===== src/bpc_pkg.sv =====
// ----------------------------------------------------------------------------
// bpc_pkg
// Shared types and constants for the button press classifier.
// ----------------------------------------------------------------------------
package bpc_pkg;

  localparam int unsigned TIME_W  = 32;
  localparam int unsigned CFG_W   = 16;
  localparam int unsigned IDX_W   = 3;
  localparam int unsigned CLICK_W = 2;

  localparam logic [CLICK_W-1:0] CLICK_CAP = 2'd3;

  typedef enum logic [IDX_W-1:0] {
    REG_DEBOUNCE      = 3'd0,
    REG_SHORT_MAX     = 3'd1,
    REG_LONG_MIN      = 3'd2,
    REG_VERY_LONG_MIN = 3'd3,
    REG_CLICK_WINDOW  = 3'd4
  } reg_idx_t;

  typedef enum logic [2:0] {
    EV_NONE      = 3'd0,
    EV_SINGLE    = 3'd1,
    EV_DOUBLE    = 3'd2,
    EV_TRIPLE    = 3'd3,
    EV_LONG      = 3'd4,
    EV_VERY_LONG = 3'd5
  } ev_t;

  localparam logic [CFG_W-1:0] DEBOUNCE_RST      = 16'd50;
  localparam logic [CFG_W-1:0] SHORT_MAX_RST     = 16'd500;
  localparam logic [CFG_W-1:0] LONG_MIN_RST      = 16'd2000;
  localparam logic [CFG_W-1:0] VERY_LONG_MIN_RST = 16'd10000;
  localparam logic [CFG_W-1:0] CLICK_WINDOW_RST  = 16'd400;

  typedef struct packed {
    logic [CFG_W-1:0] debounce;
    logic [CFG_W-1:0] short_max;
    logic [CFG_W-1:0] long_min;
    logic [CFG_W-1:0] very_long_min;
    logic [CFG_W-1:0] click_window;
  } cfg_t;

  typedef struct packed {
    ev_t               ev;
    logic              held;
    logic [TIME_W-1:0] hold_ms;
  } res_t;

endpackage


===== src/bpc_cfg.sv =====
// ----------------------------------------------------------------------------
// bpc_cfg
// Configuration register file: five 16-bit thresholds, write only.
// ----------------------------------------------------------------------------
module bpc_cfg
  import bpc_pkg::*;
(
  input  logic             clk,
  input  logic             rst,
  input  logic             cfg_we,
  input  logic [IDX_W-1:0] cfg_index,
  input  logic [CFG_W-1:0] cfg_data,
  output cfg_t             cfg
);

  always_ff @(posedge clk) begin
    if (rst) begin
      cfg.debounce      <= DEBOUNCE_RST;
      cfg.short_max     <= SHORT_MAX_RST;
      cfg.long_min      <= LONG_MIN_RST;
      cfg.very_long_min <= VERY_LONG_MIN_RST;
      cfg.click_window  <= CLICK_WINDOW_RST;
    end else if (cfg_we) begin
      unique case (reg_idx_t'(cfg_index))
        REG_DEBOUNCE:      cfg.debounce      <= cfg_data;
        REG_SHORT_MAX:     cfg.short_max     <= cfg_data;
        REG_LONG_MIN:      cfg.long_min      <= cfg_data;
        REG_VERY_LONG_MIN: cfg.very_long_min <= cfg_data;
        REG_CLICK_WINDOW:  cfg.click_window  <= cfg_data;
        default: ;
      endcase
    end
  end

endmodule


===== src/bpc_core.sv =====
// ----------------------------------------------------------------------------
// bpc_core
// Debounce and press classification state; one item per enabled cycle.
// ----------------------------------------------------------------------------
module bpc_core
  import bpc_pkg::*;
(
  input  logic              clk,
  input  logic              rst,
  input  logic              step,
  input  logic              level,
  input  logic [TIME_W-1:0] now_ms,
  input  cfg_t              cfg,
  output res_t              res
);

  logic               stable_level, stable_level_next;
  logic               prev_reading;
  logic               press_active, press_active_next;
  logic [TIME_W-1:0]  press_start, press_start_next;
  logic [TIME_W-1:0]  change_time, change_time_next;
  logic [CLICK_W-1:0] click_total, click_total_next;
  logic [TIME_W-1:0]  last_click, last_click_next;
  logic               long_seen, long_seen_next;
  logic               vlong_seen, vlong_seen_next;

  logic [TIME_W-1:0]  since_change;
  logic [TIME_W-1:0]  dur;
  logic [TIME_W-1:0]  hold;
  logic [TIME_W-1:0]  since_click;
  logic               settle;
  logic               press_begin;
  logic               press_end;
  ev_t                ev;

  always_comb begin
    change_time_next  = (level != prev_reading) ? now_ms : change_time;
    since_change      = now_ms - change_time_next;
    settle            = (since_change > {{(TIME_W-CFG_W){1'b0}}, cfg.debounce})
                        && (level != stable_level);
    stable_level_next = settle ? level : stable_level;
    press_begin       = settle && !level && !press_active;
    press_end         = settle && level && press_active;
    dur               = now_ms - press_start;

    press_active_next = press_active;
    press_start_next  = press_start;
    long_seen_next    = long_seen;
    vlong_seen_next   = vlong_seen;
    click_total_next  = click_total;
    last_click_next   = last_click;
    ev                = EV_NONE;

    if (press_begin) begin
      press_active_next = 1'b1;
      press_start_next  = now_ms;
      long_seen_next    = 1'b0;
      vlong_seen_next   = 1'b0;
    end else if (press_end) begin
      press_active_next = 1'b0;
      if (long_seen || vlong_seen) begin
        click_total_next = '0;
      end else if (dur < {{(TIME_W-CFG_W){1'b0}}, cfg.short_max}) begin
        if (click_total != CLICK_CAP) begin
          click_total_next = click_total + 1'b1;
        end
        last_click_next = now_ms;
      end
    end

    hold = press_begin ? '0 : dur;

    if (press_active_next && !vlong_seen_next && !long_seen_next) begin
      if (hold >= {{(TIME_W-CFG_W){1'b0}}, cfg.very_long_min}) begin
        vlong_seen_next  = 1'b1;
        ev               = EV_VERY_LONG;
        click_total_next = '0;
      end else if (hold >= {{(TIME_W-CFG_W){1'b0}}, cfg.long_min}) begin
        long_seen_next   = 1'b1;
        ev               = EV_LONG;
        click_total_next = '0;
      end
    end

    since_click = now_ms - last_click_next;
    if ((click_total_next != '0) && !press_active_next &&
        (since_click > {{(TIME_W-CFG_W){1'b0}}, cfg.click_window})) begin
      ev               = ev_t'({1'b0, click_total_next});
      click_total_next = '0;
    end

    res.ev      = ev;
    res.held    = press_active_next;
    res.hold_ms = press_active_next ? hold : '0;
  end

  always_ff @(posedge clk) begin
    if (rst) begin
      stable_level <= 1'b1;
      prev_reading <= 1'b1;
      press_active <= 1'b0;
      press_start  <= '0;
      change_time  <= '0;
      click_total  <= '0;
      last_click   <= '0;
      long_seen    <= 1'b0;
      vlong_seen   <= 1'b0;
    end else if (step) begin
      stable_level <= stable_level_next;
      prev_reading <= level;
      press_active <= press_active_next;
      press_start  <= press_start_next;
      change_time  <= change_time_next;
      click_total  <= click_total_next;
      last_click   <= last_click_next;
      long_seen    <= long_seen_next;
      vlong_seen   <= vlong_seen_next;
    end
  end

endmodule


===== src/button_press_classifier.sv =====
// An accepted input passes through the input register, then the result register.
// Throughput: one item per cycle unless out_ready stalls; the classify step is
// a single pass through the core between the input and result registers.
// Reset (rst, synchronous): thresholds return to defaults, button released,
// no press, no clicks pending, both pipeline registers empty.
// ----------------------------------------------------------------------------
// button_press_classifier
// Debounced active-low button with click, multi-click and long-press events.
// ----------------------------------------------------------------------------
module button_press_classifier
  import bpc_pkg::*;
(
  input  logic              clk,
  input  logic              rst,
  input  logic              cfg_we,
  input  logic [IDX_W-1:0]  cfg_index,
  input  logic [CFG_W-1:0]  cfg_data,
  input  logic              in_valid,
  output logic              in_ready,
  input  logic              level,
  input  logic [TIME_W-1:0] now_ms,
  output logic              out_valid,
  input  logic              out_ready,
  output logic [2:0]        event_res,
  output logic              held,
  output logic [TIME_W-1:0] hold_ms
);

  cfg_t              cfg;
  res_t              res;
  logic              iv;
  logic              lvl_q;
  logic [TIME_W-1:0] now_q;
  logic              adv;
  logic              step;

  assign adv      = !out_valid || out_ready;
  assign step     = iv && adv;
  assign in_ready = !iv || adv;

  bpc_cfg u_cfg (
    .clk       (clk),
    .rst       (rst),
    .cfg_we    (cfg_we),
    .cfg_index (cfg_index),
    .cfg_data  (cfg_data),
    .cfg       (cfg)
  );

  bpc_core u_core (
    .clk    (clk),
    .rst    (rst),
    .step   (step),
    .level  (lvl_q),
    .now_ms (now_q),
    .cfg    (cfg),
    .res    (res)
  );

  always_ff @(posedge clk) begin
    if (rst) begin
      iv <= 1'b0;
    end else if (in_ready) begin
      iv <= in_valid;
    end
  end

  always_ff @(posedge clk) begin
    if (in_valid && in_ready) begin
      lvl_q <= level;
      now_q <= now_ms;
    end
  end

  always_ff @(posedge clk) begin
    if (rst) begin
      out_valid <= 1'b0;
    end else begin
      out_valid <= step || (out_valid && !out_ready);
    end
  end

  always_ff @(posedge clk) begin
    if (step) begin
      event_res <= res.ev;
      held      <= res.held;
      hold_ms   <= res.hold_ms;
    end
  end

`ifndef SYNTHESIS
  a_idle_zero: assert property (@(posedge clk) disable iff (rst)
    out_valid && !held |-> hold_ms == '0)
    else $error("hold time nonzero while released");

  a_long_held: assert property (@(posedge clk) disable iff (rst)
    out_valid && (event_res == EV_LONG || event_res == EV_VERY_LONG) |-> held)
    else $error("hold event while released");

  a_click_released: assert property (@(posedge clk) disable iff (rst)
    out_valid && (event_res == EV_SINGLE || event_res == EV_DOUBLE ||
                  event_res == EV_TRIPLE) |-> !held)
    else $error("click event while pressed");

  a_in_loaded: assert property (@(posedge clk) disable iff (rst)
    in_valid && in_ready |=> iv)
    else $error("accepted item not loaded");
`endif

endmodule


===== config.mk =====
export PLATFORM = sky130hd
export DESIGN_NAME = button_press_classifier
export DESIGN_NICKNAME = d
export VERILOG_FILES = /design/src/bpc_pkg.sv /design/src/bpc_cfg.sv /design/src/bpc_core.sv /design/src/button_press_classifier.sv
export SDC_FILE = /design/constraint.sdc
export NUM_CORES = 1
export LEC_CHECK = 0
export BUFFER_PORTS_ARGS = -buffer_cell sky130_fd_sc_hd__buf_2
export CORE_UTILIZATION = 65
export DETAILED_ROUTE_END_ITERATION = 16
export PLACE_DENSITY = 0.89
export SLEW_MARGIN = 40
export SYNTH_ARGS = -nofsm -noshare
export SYNTH_HDL_FRONTEND = slang
export SYNTH_HIERARCHICAL = 1
export SYNTH_SLANG_ARGS = --single-unit
export TNS_END_PERCENT = 1

===== constraint.sdc =====
create_clock -name clk -period 22.1 [get_ports clk]
set_clock_uncertainty 0.2 [all_clocks]
set_input_delay 2.21 -clock clk [delete_from_list [all_inputs] [get_ports clk]]
set_output_delay 2.21 -clock clk [all_outputs]
set_load 0.01 [all_outputs]

==> results of run 1 <==
[Yosys cell counts, drive strengths merged, types with 50 or more instances]
library cell,n,area share (%)
nor2,206,4.2
o21ai,81,2.2
mux2i,137,7.6
a21oi,205,5.7
edfxtp,69,11
ha,159,11
clkbuf,81,1.7
nand2,246,5.1
nand2b,106,3.6
inv,162,3.3
dfxtp,185,20
a21o,50,2.1
[final timing paths]
kind | start | endpoint | slack [ns] | cells after the start
max | lvl_q$_DFFE_PP_ | event_res[0]$_DFFE_PP_ | 9.69 | 49
max reg2reg | lvl_q$_DFFE_PP_ | event_res[0]$_DFFE_PP_ | 9.69 | 49
min | u_core/change_time[24]$_SDFFE_PP0P_ | u_core/change_time[24]$_SDFFE_PP0P_ | 0.25 | 2
min reg2reg | u_core/change_time[24]$_SDFFE_PP0P_ | u_core/change_time[24]$_SDFFE_PP0P_ | 0.25 | 2
[critical path: cells and delay by family, from the launching register on]
| family | cells | cell delay (ns) |
|---|---|---|
| fa+ha+maj | 6 | 1.57 |
| flops | 1 | 0.66 |
| compound gates | 18 | 4.07 |
| mux | 3 | 0.72 |
| xor+xnor | 3 | 0.48 |
| buf+inv | 4 | 0.77 |
| simple gates | 15 | 3.66 |
[registers in the layout, summed over array words and instances, names as in the netlist]
signal / count
u_core/press_active: 1
lvl_q: 1
u_core/press_start: 32
out_valid: 1
u_core/stable_level: 1
u_cfg/cfg: 80
event_res: 3
u_core/vlong_seen: 1
u_core/change_time: 32
u_core/click_total: 2
u_core/long_seen: 1
now_q: 32
held: 1
u_core/prev_reading: 1
hold_ms: 32
iv: 1
u_core/last_click: 32
[metal layers]
| metal | GRT usage, % | vias to the layer above |
|---|---|---|
| met4 | 14.1 | 0 |
| met3 | 4.92 | 141 |
| met1 | 46.4 | 7874 |
| li1 | - | 7906 |
| met5 | 0 | - |
| met2 | 61.8 | 732 |
[area by class of cell]
| class | instances | area (sq um) |
|---|---|---|
| flip-flops and latches | 254 | 5780 |
| repair buffers | 107 | 591 |
| clock buffers | 38 | 779 |
| clock inverters | 14 | 124 |
| inverters | 162 | 608 |
| fillers | 2038 | 7450 |
| well taps | 372 | 465 |
| multi-input cells | 1697 | 11500 |
[power by group through the flow]
stage / clock network (mW) / logic, mW / registers (mW)
floorplan: 0 / 0.277 / 0.521
finish: 0.458 / 0.386 / 0.520
global placement: 0 / 0.363 / 0.528
global route: 0.483 / 0.423 / 0.522
detailed placement: 0 / 0.373 / 0.529
CTS: 0.463 / 0.377 / 0.519
[logic make-up after synthesis]
kind of cell / synth area share, %
and+or+nand+nor: 20.8
xor gates and xnor gates: 3.66
adders and majority gates: 11.4
DFF: 31.7
AOI/OAI and AO/OA: 19.0
buffers and inverters: 5.68
muxes: 7.85
[through the flow]
step,setup slack (ns),hold WS (ns)
6_report,9.69,0.252
2_1_floorplan,10.56,0.236
3_3_place_gp,10.39,0.241
3_5_place_dp,9.94,0.246
5_1_grt,8.76,0.270
4_1_cts,9.88,0.255
==> impl_metrics.tcl, run 1 <==
set metrics [dict create \
    result_of_the_run "finished clean" \
    detail-route-antenna-nets 0 \
    fp.dieW_microns 169 \
    routed.top_layer "met4" \
    numCtsBuffers 28 \
    pwr-share-clk_pct 33.6 \
    number_of_antenna_violations_at_the_first_check_in_global_routing 0 \
    starting_drt_drc_count 1324 \
    grt_pass1_wl_microns 82700 \
    clk_transition_reported_paths_ns 0.06 \
    leakage_nw 8.20 \
    insertion_delay_ns 0.55 \
    power.share.switching_pct 32.8 \
    cell_internal_pwr_uw 917 \
    hpwlAfterDp_microns 39800 \
    critical_path.max_fanout 44 \
    total_power_divided_by_cell_area_mw_per_mm2 68.9 \
    die_area_sq_mm 0.0287 \
    layout-drive-gt1-share_pct 8.36 \
    timing.critical_path.slowest_stage_cell "sky130_fd_sc_hd__edfxtp_1" \
    drt-wirelength-per-cell_microns 20.0 \
    wl_met3_microns 3690 \
    synth.avg_cell_area_sq_um 8.22 \
    slew_violations 0 \
    syn-num-nets 2434 \
    total_instance_count_after_detailed_placement 2592 \
    synth-seq-area-share_pct 31.7 \
    drv.max_cap_violation_count 0 \
    grt_max_degree 115 \
    post-route-drc-count 0 \
    coreArea_sq_mm 0.0273 \
    groute.usage.overall_pct 36.2 \
    number_of_synthesized_flops_with_an_enable_pin 69 \
    rows 60 \
    crit_type "reg2reg" \
    crit_required_ns 22.19 \
    cts_post_setup_buffers_inserted 0 \
    area_delta_synth_final_pct 8.77 \
    arrival_ns 12.50 \
    diode_count 0 \
    ys_ff_latch 254 \
    clk_root_buf "sky130_fd_sc_hd__clkbuf_16" \
    vdd.ir_drop.worst_mv 0.0678 \
    layout_worst_path_cycle_share_pct 56.2 \
    routed_wl_microns 52800 \
    critical_path.endpoint_type "flip-flop" \
    seq_power_share_pct 38.1 \
    final.min_clock_period_ns 12.41 \
    detailedRoute.firstPassIterationCount 6 \
    layout.cells.most_common "sky130_fd_sc_hd__nand2_1" \
    total_switching_power_uw 448 \
    critical_path_source_type "flip-flop" \
    hold_path.class "reg2reg" \
    vias_per_cell 6.30 \
    drt-met1-wl_microns 22300 \
    final_design_area_no_fill_sq_mm 0.0198 \
    io_pins 95 \
    setup_viol 0 \
    netlist_area_sq_mm 0.0182 \
    post_layout_nonfiller_instances 2644 \
    count_of_nets_after_finishing 2468 \
    dr_total_vias 16700 \
    most_used_cell_along_the_critical_path "sky130_fd_sc_hd__o21ai_0" \
    vias_in_the_first_global_route 16000 \
    cts_resized 0 \
    post_synth_inst_count 2216 \
    netlist_cell_types 90 \
    max-slew-margin-rel_pct 45.6 \
    htree_levels 1 \
    cts_tree "yes" \
    starting_density_of_the_core_pct 66.8 \
    power.combinational.fraction_pct 28.3 \
    die_height_microns 169 \
    finalCoreUtilization_pct 72.7 \
    async_reset_ff_share_pct 0 \
    postPlaceCellArea_sq_mm 0.0189 \
    crit_path_max_incr_delay_ns 0.66 \
    max_freq_mhz 80.6 \
    synth_ff_type "sky130_fd_sc_hd__dfxtp_1" \
    setup-tns-final_ns 0 \
    met2_wirelength_microns 24800 \
    fin_hold_viols 0 \
    yosys_warnings 6 \
    cts-hold-fix-buffers 0 \
    gp_congestion 0.988 \
    cts_sinks 254 \
    clock_path_buffers 3 \
    layout.cells.most_common_list "244 x sky130_fd_sc_hd__nand2_1, 205 x sky130_fd_sc_hd__nor2_1, 203 x sky130_fd_sc_hd__a21oi_1, 185 x sky130_fd_sc_hd__dfxtp_1, 162 x sky130_fd_sc_hd__inv_1" \
    tightest_slew_ns 0.806 \
    buffer_ports.inserted 94 \
    unrepaired_setup_endpoints_after_global_routing "false" \
    grt-ovfl-total 0 \
    totalPowerFinal_mw 1.37 \
]
Power figures use the tool's default switching activity.
==> inputs of run 2 (changes only) <==
--- a/config.mk
+++ b/config.mk
@@ -6,9 +6,9 @@
 export NUM_CORES = 1
 export LEC_CHECK = 0
 export BUFFER_PORTS_ARGS = -buffer_cell sky130_fd_sc_hd__buf_2
-export CORE_UTILIZATION = 65
+export CORE_UTILIZATION = 57
 export DETAILED_ROUTE_END_ITERATION = 16
-export PLACE_DENSITY = 0.89
+export PLACE_DENSITY = 0.83
 export SLEW_MARGIN = 40
 export SYNTH_ARGS = -nofsm -noshare
 export SYNTH_HDL_FRONTEND = slang
==> constraint.sdc (replaced) <==
create_clock -name clk -period 10.3 [get_ports clk]
set_clock_uncertainty 0.2 [all_clocks]
set_input_delay 1.03 -clock clk [delete_from_list [all_inputs] [get_ports clk]]
set_output_delay 1.03 -clock clk [all_outputs]
set_load 0.01 [all_outputs]
==> run 2 against run 1 <==
Core utilization fell by 6.4 points. Register-to-register slack got worse by 9.5 ns. Largest power group unchanged. First-iteration DRC count rose by 13%. Setup slack got worse by 9.5 ns. Critical path type unchanged. Sequential power rose by 110%. Global-route usage fell by 4.3 points. Clock-buffer cell count fell by 3. Final cell count rose by 4.5%. Hold slack improved by 0.0023 ns. Wire length rose by 2.4%.
==> impl_metrics.tcl, run 2 (same netlist as run 1, synthesis figures left out) <==
set metrics [dict create \
    result_of_the_run "finished clean" \
    count_of_nets_after_finishing 2557 \
    timing.critical_path.slowest_stage_cell "sky130_fd_sc_hd__or4_4" \
    numCtsBuffers 29 \
    drt-wirelength-per-cell_microns 19.5 \
    critical_path.endpoint_type "flip-flop" \
    unrepaired_setup_endpoints_after_global_routing "true" \
    post_layout_nonfiller_instances 2764 \
    fp.dieW_microns 181 \
    hold_path.startpoint "u_core/change_time[24]$_SDFFE_PP0P_" \
    rows 65 \
    tightest_slew_ns 0.924 \
    crit_path_max_incr_delay_ns 0.55 \
    detail-route-antenna-nets 0 \
    crit_type "reg2reg" \
    fin_worst_hold_slack_ns 0.254 \
    vias_in_the_first_global_route 16100 \
    fin_hold_viols 0 \
    arrival_ns 10.26 \
    layout-drive-gt1-share_pct 13.5 \
    clock_path_buffers 3 \
    drv.max_cap_violation_count 0 \
    buffer_ports.inserted 94 \
    critical_path.startpoint "lvl_q$_DFFE_PP_" \
    layout.cells.most_common "sky130_fd_sc_hd__nand2_1" \
    routed_wl_microns 54000 \
    most_used_cell_along_the_critical_path "sky130_fd_sc_hd__nand2_1" \
    diode_count 0 \
    layout_worst_path_cycle_share_pct 98.3 \
    hpwlAfterDp_microns 40600 \
    grt-ovfl-total 0 \
    die_area_sq_mm 0.0327 \
    post-route-drc-count 0 \
    total_power_divided_by_cell_area_mw_per_mm2 147 \
    detailedRoute.firstPassIterationCount 6 \
    coreArea_sq_mm 0.0315 \
    slew_violations 0 \
    r2r_start "lvl_q$_DFFE_PP_" \
    hold_path.class "reg2reg" \
    critical_path.max_fanout 4 \
    clk_root_buf "sky130_fd_sc_hd__clkbuf_16" \
    groute.usage.overall_pct 31.9 \
    crit_required_ns 10.44 \
    cts_tree "yes" \
    area_delta_synth_final_pct 14.5 \
    finalWorstSetupSlack_ns 0.173 \
    preCtsSetupSlack_ns -0.241 \
    starting_density_of_the_core_pct 57.9 \
    die_height_microns 181 \
    gp_congestion 1.02 \
    layout.cells.most_common_list "243 x sky130_fd_sc_hd__nand2_1, 204 x sky130_fd_sc_hd__nor2_1, 199 x sky130_fd_sc_hd__a21oi_1, 184 x sky130_fd_sc_hd__dfxtp_1, 160 x sky130_fd_sc_hd__inv_1" \
    final.min_clock_period_ns 10.13 \
    cts_sinks 254 \
    total_instance_count_after_detailed_placement 2675 \
    vias_per_cell 6.14 \
    setup_viol 0 \
    max-slew-margin-rel_pct 37.6 \
    largest_register_ffs 80 \
    max_freq_mhz 98.7 \
    setup-tns-final_ns 0 \
    number_of_antenna_violations_at_the_first_check_in_global_routing 1 \
    clk_transition_reported_paths_ns 0.06 \
    dr_total_vias 17000 \
    htree_levels 1 \
    largest_register "u_cfg/cfg" \
    critical_path_source_type "flip-flop" \
    insertion_delay_ns 0.58 \
    grt_max_degree 152 \
    io_pins 95 \
    vdd.ir_drop.worst_mv 0.137 \
    leakage_nw 8.76 \
    grt_pass1_wl_microns 83200 \
    starting_drt_drc_count 1499 \
]
==> run 2: final timing paths <==
| path | end | slack (ns) | cells past startpoint |
|---|---|---|---|
| max reg2reg | event_res[0]$_DFFE_PP_ | 0.17 | 47 |
| max | event_res[0]$_DFFE_PP_ | 0.17 | 47 |
| min | u_core/change_time[24]$_SDFFE_PP0P_ | 0.25 | 2 |
| min reg2reg | u_core/change_time[24]$_SDFFE_PP0P_ | 0.25 | 2 |
==> run 2: power by group <==
part	switching [mW]	total, mW	internal, mW
clock	0.435	1.05	0.617
combinational	0.549	0.914	0.365
sequential	0.0351	1.11	1.07
total	1.02	3.07	2.05
==> run 2: stage by stage <==
stage | util, % | power [mW] | instance area [sq um]
after floorplan | - | 1.72 | 18300
after global placement | 61.4 | 1.95 | 19300
after detailed placement | 61.6 | 1.98 | 19400
after CTS | 65.4 | 3.04 | 20600
after global routing | 66.3 | 3.20 | 20900
final | 66.3 | 3.07 | 20900
==> run 2: area by class of cell <==
type / instances / area (sq um)
Multi-Input combinational cell: 1697 / 11700
Fill cell: 2622 / 10600
Sequential cell: 254 / 5780
Timing Repair Buffer: 195 / 1270
Clock buffer: 35 / 778
Inverter: 162 / 611
Tap cell: 402 / 503
Clock inverter: 19 / 198
==> run 2: repair_timing <==
action / in CTS / in global routing
setup endpoints to repair: 3 / 4
pin swaps: 7 / 42
hold buffers: 0 / 0
gates resized for setup: 10 / 36
setup buffers: 25 / 10
==> run 2: routing by layer <==
| metal | share of wire, % | GRT usage (%) |
|---|---|---|
| met5 | 0 | 0 |
| met4 | 4.7 | 13.9 |
| met3 | 7.1 | 5.40 |
| met2 | 46 | 54.1 |
| met1 | 42 | 39.8 |
==> run 2: worst max-delay path: cells and delay by family (launching register included) <==
| kind | cells | cell delay [ns] |
|---|---|---|
| xor gates and xnor gates | 3 | 0.54 |
| and+or+nand+nor | 15 | 3.22 |
| muxes | 3 | 0.59 |
| adders and majority gates | 6 | 1.62 |
| DFF | 1 | 0.44 |
| buffers and inverters | 2 | 0.08 |
| AOI/OAI and AO/OA | 18 | 3.19 |
==> inputs of run 3 (changes only) <==
--- a/config.mk
+++ b/config.mk
@@ -6,9 +6,11 @@
 export NUM_CORES = 1
 export LEC_CHECK = 0
 export BUFFER_PORTS_ARGS = -buffer_cell sky130_fd_sc_hd__buf_2
-export CORE_UTILIZATION = 57
+export CELL_PAD_IN_SITES_DETAIL_PLACEMENT = 0
+export CELL_PAD_IN_SITES_GLOBAL_PLACEMENT = 1
+export CORE_UTILIZATION = 43
 export DETAILED_ROUTE_END_ITERATION = 16
-export PLACE_DENSITY = 0.83
+export PLACE_DENSITY_LB_ADDON = 0.1
 export SLEW_MARGIN = 40
 export SYNTH_ARGS = -nofsm -noshare
 export SYNTH_HDL_FRONTEND = slang
==> run 3 against run 2 <==
The run now ends with DRC left. Sequential power about the same. Final cell count increased by 5.2%. Clock-buffer cell count increased by 9. Largest power group is now clock. Via count decreased by 4.5%. Design area increased by 1.4%. Hold slack about the same. Largest cell class unchanged. Wire length increased by 5.0%. Non-clock buffer count increased by 3. Critical path type unchanged.
==> impl_metrics.tcl, run 3 (same netlist as run 1, synthesis figures left out) <==
set metrics [dict create \
    coreArea_sq_mm 0.0419 \
    tightest_slew_ns 0.798 \
    cts_tree "yes" \
    die_height_microns 208 \
    grt_pass1_wl_microns 87600 \
    layout_worst_path_cycle_share_pct 97.2 \
    setup_viol 0 \
    grt-ovfl-total 0 \
    htree_levels 1 \
    result_of_the_run "finished with violations" \
    hold_path.class "reg2reg" \
    max-slew-margin-rel_pct 46.5 \
    critical_path.startpoint "lvl_q$_DFFE_PP_" \
    cts_sinks 254 \
    numCtsBuffers 31 \
    dr_total_vias 16200 \
    crit_path_max_incr_delay_ns 0.53 \
    drt-wirelength-per-cell_microns 19.5 \
    gp_congestion 0.884 \
    leakage_nw 8.79 \
    largest_register "u_cfg/cfg" \
    critical_path.endpoint_type "flip-flop" \
    routed_wl_microns 56700 \
    max_freq_mhz 99.9 \
    buffer_ports.inserted 94 \
    fin_worst_hold_slack_ns 0.254 \
    total_power_divided_by_cell_area_mw_per_mm2 148 \
    detail-route-antenna-nets 0 \
    layout_fillers 4127 \
    post_layout_nonfiller_instances 2908 \
    unrepaired_setup_endpoints_after_global_routing "true" \
    layout.cells.most_common "sky130_fd_sc_hd__nand2_1" \
    grt_max_degree 100 \
    vias_per_cell 5.57 \
    diode_count 0 \
    starting_drt_drc_count 935 \
    final.min_clock_period_ns 10.01 \
    r2r_start "lvl_q$_DFFE_PP_" \
    number_of_antenna_violations_at_the_first_check_in_global_routing 1 \
    insertion_delay_ns 0.59 \
    area_delta_synth_final_pct 16.1 \
    post-route-drc-count 2 \
    clk_transition_reported_paths_ns 0.06 \
    starting_density_of_the_core_pct 43.5 \
    detailedRoute.firstPassIterationCount 12 \
    vdd.ir_drop.worst_mv 0.135 \
    slew_violations 0 \
    critical_path_source_type "flip-flop" \
    clk_root_buf "sky130_fd_sc_hd__clkbuf_16" \
    count_of_nets_after_finishing 2562 \
    drv.max_cap_violation_count 0 \
    fp.dieW_microns 208 \
    violations "DRC" \
    critical_path.max_fanout 3 \
    crit_type "reg2reg" \
    crit_required_ns 10.44 \
    largest_register_ffs 80 \
    cts-hold-fix-buffers 0 \
    area_of_the_multi_input_gates_sq_mm 0.0117 \
    total_instance_count_after_detailed_placement 2830 \
    groute.usage.overall_pct 25.7 \
    fin_hold_viols 0 \
    seqCellArea_sq_mm 0.00578 \
    layout-drive-gt1-share_pct 14.1 \
    hpwlAfterDp_microns 43800 \
    timing.critical_path.slowest_stage_cell "sky130_fd_sc_hd__or4_4" \
    clock_path_buffers 3 \
    rows 75 \
    arrival_ns 10.16 \
    hold_path.startpoint "u_core/press_start[21]$_SDFFE_PP0P_" \
    vias_in_the_first_global_route 15500 \
    io_pins 95 \
    die_area_sq_mm 0.0432 \
    layout.cells.most_common_list "245 x sky130_fd_sc_hd__nand2_1, 201 x sky130_fd_sc_hd__nor2_1, 196 x sky130_fd_sc_hd__a21oi_1, 184 x sky130_fd_sc_hd__dfxtp_1, 160 x sky130_fd_sc_hd__inv_1" \
]
==> run 3: per-layer routing <==
metal	share of wire (%)	track usage (%)
met5	0	0
met4	2.8	7.15
met3	3.9	2.81
met2	46	42.8
met1	47	35.1
==> run 3: worst paths after layout <==
check                                              to  slack (ns)  depth (start not counted)
setup / recovery               event_res[0]$_DFFE_PP_        0.29                         43
hold reg to reg   u_core/press_start[21]$_SDFFE_PP0P_        0.25                          2
hold / removal    u_core/press_start[21]$_SDFFE_PP0P_        0.25                          2
setup reg to reg               event_res[0]$_DFFE_PP_        0.29                         43
==> run 3: area by class of cell <==
type / instances / share of cell area [%]
Multi-Input combinational cell: 1697 / 55.5
Sequential cell: 254 / 27.3
Timing Repair Buffer: 198 / 6.17
Inverter: 162 / 2.88
Tap cell: 539 / 3.19
Clock buffer: 44 / 4.30
Clock inverter: 14 / 0.627
==> run 3: what timing repair did <==
| item | in CTS | in global routing |
|---|---|---|
| cloned | 0 | 0 |
| setup buffers | 0 | 19 |
| setup endpoints to repair | 4 | 4 |
| gates resized for setup | 7 | 48 |
| pin swaps | 5 | 53 |
==> run 3: critical path, delay by kind of cell, from the launching register on <==
family | cells | cell delay (ns)
AO/OA/AOI/OAI | 17 | 3.53
XOR/XNOR | 3 | 0.60
adder cells (fa/ha/maj) | 6 | 1.56
buffers and inverters | 3 | 0.27
flip-flops | 1 | 0.44
multiplexers | 3 | 0.60
AND/OR/NAND/NOR | 11 | 2.58
==> run 3: where the power goes <==
part	internal (mW)	total [mW]	switching (mW)
clock	0.662	1.11	0.448
sequential	1.07	1.10	0.0325
combinational	0.376	0.923	0.547
==> run 3: stage by stage <==
step | setup WS [ns] | total power, mW | cell area, sq um | utilization, % | setup TNS, ns
floorplan | 0.00523 | 1.72 | 18300 | - | 0
global placement | 0.0875 | 1.99 | 19600 | 46.9 | 0
detailed placement | -0.153 | 2.00 | 19700 | 47.1 | -0.348
CTS | 0.0118 | 3.12 | 20800 | 49.6 | 0
global route | -0.156 | 3.30 | 21100 | 50.5 | -0.427
finish | 0.287 | 3.14 | 21100 | 50.5 | 0
